===== src/rtl/dmtc_pkg.sv =====
// dmtc_pkg: shared constants and types for the direct-mapped cache tag check
// no dependencies; imported by the tag check top level and its checker

package dmtc_pkg;

  // cache geometry
  localparam int unsigned LINES      = 16;
  localparam int unsigned IDX_W      = $clog2(LINES);
  localparam int unsigned ADDR_BITS  = 22;
  localparam int unsigned WORD_BYTES = 4;
  localparam int unsigned WORD_SHIFT = $clog2(WORD_BYTES);
  localparam int unsigned BLK_W      = ADDR_BITS - WORD_SHIFT;
  localparam int unsigned TAG_BITS   = 16;

  // block size register
  localparam int unsigned CFG_W = 3;

  typedef logic [ADDR_BITS-1:0] addr_t;
  typedef logic [CFG_W-1:0]     cfg_t;
  typedef logic [IDX_W-1:0]     idx_t;
  typedef logic [TAG_BITS-1:0]  tag_t;
  typedef logic [BLK_W-1:0]     blk_t;

  localparam cfg_t BLOCK_LOG2_RST = cfg_t'(1);

  // request kinds
  localparam logic REQ_ACCESS = 1'b0;
  localparam logic REQ_INVAL  = 1'b1;

endpackage


===== src/rtl/direct_mapped_cache_tag_check.sv =====
// direct_mapped_cache_tag_check: direct-mapped tag store with hit/miss report
// depends on dmtc_pkg
//
// Usage:
//   Input channel (in_valid_i/in_ready_o) carries one word per request:
//   req_type_i selects an access lookup or an invalidate of all lines, and
//   address_i is the byte address of an access. The output channel
//   (out_valid_o/out_ready_i) returns one word per request, hit_o, in
//   request order; an invalidate always returns 0.
//   cfg_we_i writes cfg_wdata_i into the block size register (log2 words
//   per block); write it only while no request is in flight.
//   out_valid_o rises once an accepted request has passed the lookup stage
//   and entered the output register. Throughput is one request per cycle
//   while the receiver does not stall: the tag memory is read at acceptance
//   and written back as the request leaves the lookup stage, and a miss to the
//   same line in the next request is forwarded around the memory.
//   Reset clears all valid bits (no clearing pass, flip-flops per line) and
//   sets the block size register to 2 words. Tags are not reset.
//   When the receiver stalls, the result holds in the output register, the
//   following request waits in the lookup stage, and in_ready_o drops.

module direct_mapped_cache_tag_check (
  input  logic           clk_i,
  input  logic           rst_ni,
  input  logic           cfg_we_i,
  input  dmtc_pkg::cfg_t cfg_wdata_i,
  input  logic           in_valid_i,
  output logic           in_ready_o,
  input  logic           req_type_i,
  input  dmtc_pkg::addr_t address_i,
  output logic           out_valid_o,
  input  logic           out_ready_i,
  output logic           hit_o
);
  import dmtc_pkg::*;

  cfg_t             block_log2_q;
  logic [LINES-1:0] valid_q;
  tag_t             tag_mem [LINES];
  tag_t             rd_tag_q;

  logic s1_vld_q;
  logic s1_type_q;
  idx_t s1_idx_q;
  tag_t s1_tag_q;
  logic fwd_q;
  tag_t fwd_tag_q;

  logic out_vld_q;
  logic hit_q;

  logic in_accept;
  logic s1_done;
  logic s1_hit;
  logic s1_fill;
  tag_t s1_stored;
  blk_t in_blk;
  idx_t in_idx;
  tag_t in_tag;

  // configuration register
  always_ff @(posedge clk_i or negedge rst_ni) begin
    if (!rst_ni) begin
      block_log2_q <= BLOCK_LOG2_RST;
    end else if (cfg_we_i) begin
      block_log2_q <= cfg_wdata_i;
    end
  end

  // address split into line index and tag
  assign in_blk = blk_t'(address_i >> WORD_SHIFT) >> block_log2_q;
  assign in_idx = in_blk[IDX_W-1:0];
  assign in_tag = tag_t'(in_blk >> IDX_W);

  // handshake
  assign s1_done    = s1_vld_q && (!out_vld_q || out_ready_i);
  assign in_ready_o = !s1_vld_q || s1_done;
  assign in_accept  = in_valid_i && in_ready_o;

  // lookup stage compare, with forwarding from the previous fill
  assign s1_stored = fwd_q ? fwd_tag_q : rd_tag_q;
  assign s1_hit    = (s1_type_q == REQ_ACCESS) && valid_q[s1_idx_q] &&
                     (s1_stored == s1_tag_q);
  assign s1_fill   = s1_done && (s1_type_q == REQ_ACCESS) && !s1_hit;

  // tag memory: synchronous read at acceptance, write on fill
  always_ff @(posedge clk_i) begin
    if (s1_fill) begin
      tag_mem[s1_idx_q] <= s1_tag_q;
    end
    if (in_accept) begin
      rd_tag_q <= tag_mem[in_idx];
    end
  end

  // valid bits
  always_ff @(posedge clk_i or negedge rst_ni) begin
    if (!rst_ni) begin
      valid_q <= '0;
    end else if (s1_done && (s1_type_q == REQ_INVAL)) begin
      valid_q <= '0;
    end else if (s1_fill) begin
      valid_q[s1_idx_q] <= 1'b1;
    end
  end

  // lookup stage control
  always_ff @(posedge clk_i or negedge rst_ni) begin
    if (!rst_ni) begin
      s1_vld_q <= 1'b0;
    end else if (in_accept) begin
      s1_vld_q <= 1'b1;
    end else if (s1_done) begin
      s1_vld_q <= 1'b0;
    end
  end

  // lookup stage payload and forward capture
  always_ff @(posedge clk_i) begin
    if (in_accept) begin
      s1_type_q <= req_type_i;
      s1_idx_q  <= in_idx;
      s1_tag_q  <= in_tag;
      fwd_q     <= s1_fill && (s1_idx_q == in_idx);
      fwd_tag_q <= s1_tag_q;
    end
  end

  // output register
  always_ff @(posedge clk_i or negedge rst_ni) begin
    if (!rst_ni) begin
      out_vld_q <= 1'b0;
    end else if (s1_done) begin
      out_vld_q <= 1'b1;
    end else if (out_ready_i) begin
      out_vld_q <= 1'b0;
    end
  end

  always_ff @(posedge clk_i) begin
    if (s1_done) begin
      hit_q <= s1_hit;
    end
  end

  assign out_valid_o = out_vld_q;
  assign hit_o       = hit_q;

endmodule


===== config.mk =====
export PLATFORM = sky130hd
export DESIGN_NAME = direct_mapped_cache_tag_check
export DESIGN_NICKNAME = d
export VERILOG_FILES = /design/src/rtl/dmtc_pkg.sv /design/src/rtl/direct_mapped_cache_tag_check.sv
export SDC_FILE = /design/constraint.sdc
export NUM_CORES = 1
export LEC_CHECK = 0
export BUFFER_PORTS_ARGS = -buffer_cell sky130_fd_sc_hd__buf_2
export CAP_MARGIN = 20
export CORE_MARGIN = 2
export CORE_UTILIZATION = 25
export DETAILED_ROUTE_END_ITERATION = 8
export PLACE_DENSITY = 0.44
export SLEW_MARGIN = 20
export SYNTH_ARGS = -nofsm -noshare
export SYNTH_HDL_FRONTEND = slang
export SYNTH_SLANG_ARGS = --single-unit

===== constraint.sdc =====
create_clock -name clk_i -period 9.8 [get_ports clk_i]
set_clock_uncertainty 0.2 [all_clocks]
set_input_delay 0.49 -clock clk_i [delete_from_list [all_inputs] [get_ports clk_i]]
set_output_delay 0.49 -clock clk_i [all_outputs]
set_load 0.01 [all_outputs]

==> impl_metrics.py <==
metrics = {
    "run_status": {
        "status": "completed",
    },
    "setup_path": {
        "critPathKind": "reg -> reg",
        "cp_cell_sequence": "inv_1 -> o2111a_1 -> nor4_4 -> buf_4 -> buf_4 -> mux4_2 -> a22oi_1 -> o21ai_1",
        "worstPathRequired_ns": 9.84,
        "crit_arrival_ns": 5.01,
        "critPathSlowestCell": "dfstp_2",
        "critPathMaxStageDelay_ns": 0.88,
        "cp_max_fo": 54,
        "ff2ff_path_depth": 8,
        "reg2reg_slack_ns": 4.83,
        "crit_top_cell": "buf_4",
        "worstReg2RegStart": "block_log2_q[0]",
        "regToRegEndpoint": "rd_tag_q[3]",
        "end_kind": "flip-flop",
        "start_kind": "flip-flop",
    },
    "synthesis": {
        "synthCells": 791,
        "synth_nets": 822,
        "yosysUniqueCellTypes": 52,
        "yosys.area.top_type_share": 0.676,
        "async_flop_share": 0.0633,
        "synth_largest_area_cell": "edfxtp_1",
        "ys_ff_latch": 332,
        "ys.warnings.count": 0,
        "seq_area_frac_synth": 0.714,
        "synth_edf_count": 311,
        "synth_top_cells_by_area": "edfxtp_1 68%, mux4_2 6.2%, mux2_2 4.9%",
        "avgSynthCellArea_sq_um": 17.5,
        "synthFlopType": "edfxtp_1",
        "synthesis.area_sq_um": 13800,
    },
    "sta": {
        "finalCritPeriodShare": 0.507,
        "maxSlewViolCount": 0,
        "rsz0062_at_grt": "false",
        "fmax_mhz": 201,
        "period_minus_slack_ns": 4.97,
        "finalSetupViolations": 0,
        "worstMarginPinSlew_ns": 0.954,
        "slew_headroom": 0.364,
        "finalHoldViolCount": 0,
        "tns_ns": 0,
    },
    "global_route": {
        "grt_use_total": 0.113,
        "grt_max_degree": 55,
        "grt.overflow.total": 0,
        "antenna_found_initial": 0,
        "first_global_vias": 7566,
        "grt_first_pass_wirelength_mm": 48.2,
    },
    "layout": {
        "drive_above_1_share": 0.279,
        "areaGrowthSynthToFinish_pct": 17.0,
        "post-route-util": 0.295,
        "finalNetCount": 883,
        "fillers": 5506,
        "layout_common_cells": "311 x edfxtp_1, 60 x mux2_2, 46 x nand2_1",
        "final_common_cell": "edfxtp_1",
        "diodes": 0,
    },
    "clocking": {
        "cts_setup_buffers": 0,
        "cts-buffers-inserted": 37,
        "clock_sinks": 332,
        "cts.clk_slew.worst_paths_ns": 0.06,
        "clk_latency_ns": 0.53,
        "cts_root_buf": "clkbuf_16",
        "cts.htree.levels": 2,
        "cts_tree": "yes",
        "clk_path_buf_depth": 3,
    },
    "floorplan": {
        "dieArea_sq_um": 57200,
        "ios": 34,
        "rows": 86,
        "core-area_sq_um": 54900,
        "die_width_microns": 239,
        "initial_core_util": 0.252,
        "die_y_microns": 239,
    },
    "worst_hold_path": {
        "min_from": "out_ready_i",
        "min_path_type": "in -> reg",
        "hold_depth": 3,
        "holdPathEnd": "out_valid_o",
    },
    "routing": {
        "ant_nets": 0,
        "drcViolationCount": 0,
        "via_count": 7201,
        "totalWireLength_mm": 31.7,
        "dr.pass1.iters": 4,
        "detailedRoute.firstIterationViolations": 437,
        "post_drt_wl_per_cell_microns": 20.0,
        "via_per_inst": 4.55,
    },
    "placed_design": {
        "hpwl_mm": 18.1,
        "gp_congestion": 0.700,
        "port_buffers": 31,
    },
    "pwr": {
        "p_leak_nw": 5.20,
        "finalPower_mw": 3.42,
        "ir_drop_uv": 101,
        "powerDensity_nw_per_um2": 211,
    },
    "run": {
        "max_cap_viol_count": 0,
    },
}
critical path: cells and delay by family, from the launching register on:
| family | cells | cell delay (ns) |
|---|---|---|
| and+or+nand+nor | 1 | 0.20 |
| AOI/OAI and AO/OA | 3 | 0.77 |
| DFF | 1 | 0.88 |
| muxes | 1 | 0.60 |
| buffers and inverters | 3 | 1.96 |
through the flow:
step | area, sq um | hold WS [ns] | setup WS, ns | cells
2_1_floorplan | 13800 | -0.00559 | 5.81 | 791
3_3_place_gp | 15000 | 0.254 | 4.80 | 1510
3_5_place_dp | 15000 | 0.259 | 4.81 | 1510
4_1_cts | 16200 | 0.0260 | 4.74 | 1581
5_1_grt | 16200 | 0.0628 | 4.47 | 1581
6_report | 16200 | 0.0580 | 4.83 | 1581
cell usage after synthesis, types with 13 or more instances:
cell / count
edfxtp_1: 311
mux2_2: 60
nand2_1: 46
mux4_2: 38
mux2i_1: 34
a221oi_1: 32
dfrtp_1: 20
o21ai_0: 20
clkbuf_1: 19
mux2_1: 17
xnor2_1: 17
a22oi_1: 16
nor3_1: 16
o21ai_1: 16
buf_4: 13
routing by layer:
metal  share of wire  vias to the layer above  track usage
met5               0                        -            0
met4           0.015                        0       0.0295
met3           0.040                       31       0.0188
met2            0.49                      118        0.187
met1            0.46                     3742        0.154
li1                -                     3310            -
power by group:
part	switching, mW	internal [mW]	leakage, nW	total, mW
clock	0.536	0.750	0.547	1.29
combinational	0.272	0.188	1.54	0.460
sequential	0.0372	1.63	3.11	1.67
total	0.845	2.57	5.20	3.42
state kept, by name, indices dropped and copies added, names as in the netlist:
name	count
rd_tag_q	16
block_log2_q	3
out_valid_o	1
fwd_q	1
fwd_tag_q	16
tag_mem	256
s1_vld_q	1
valid_q	16
s1_type_q	1
hit_o	1
s1_idx_q	4
s1_tag_q	16
what timing repair did:
item	in CTS	in global routing
hold endpoints to repair	25	0
hold buffers	7	0
gates resized for setup	0	0
kinds of logic after synthesis:
family,share of synthesized area
flip-flops,0.714
AO/OA/AOI/OAI,0.0653
multiplexers,0.149
XOR/XNOR,0.0120
AND/OR/NAND/NOR,0.0384
buffers and inverters,0.0214
final cells by class:
| class | instances | area [sq um] | share of cell area |
|---|---|---|---|
| Clock buffer | 47 | 1010 | 0.0622 |
| Clock inverter | 17 | 108 | 0.00665 |
| Inverter | 7 | 26.3 | 0.00162 |
| Multi-Input combinational cell | 397 | 3770 | 0.233 |
| Sequential cell | 332 | 9870 | 0.610 |
| Tap cell | 704 | 881 | 0.0545 |
| Timing Repair Buffer | 77 | 518 | 0.0320 |
worst max-delay path by stage:
stage                           to            start  depth (start not counted)
floorplan           tag_mem[12][0]      s1_idx_q[0]                          7
global placement       rd_tag_q[0]  block_log2_q[0]                          8
detailed placement     rd_tag_q[0]  block_log2_q[0]                          8
CTS                    rd_tag_q[3]  block_log2_q[0]                          8
global route           rd_tag_q[3]  block_log2_q[0]                          8
finish                 rd_tag_q[3]  block_log2_q[0]                          8
(Power assumes the default switching activity.)
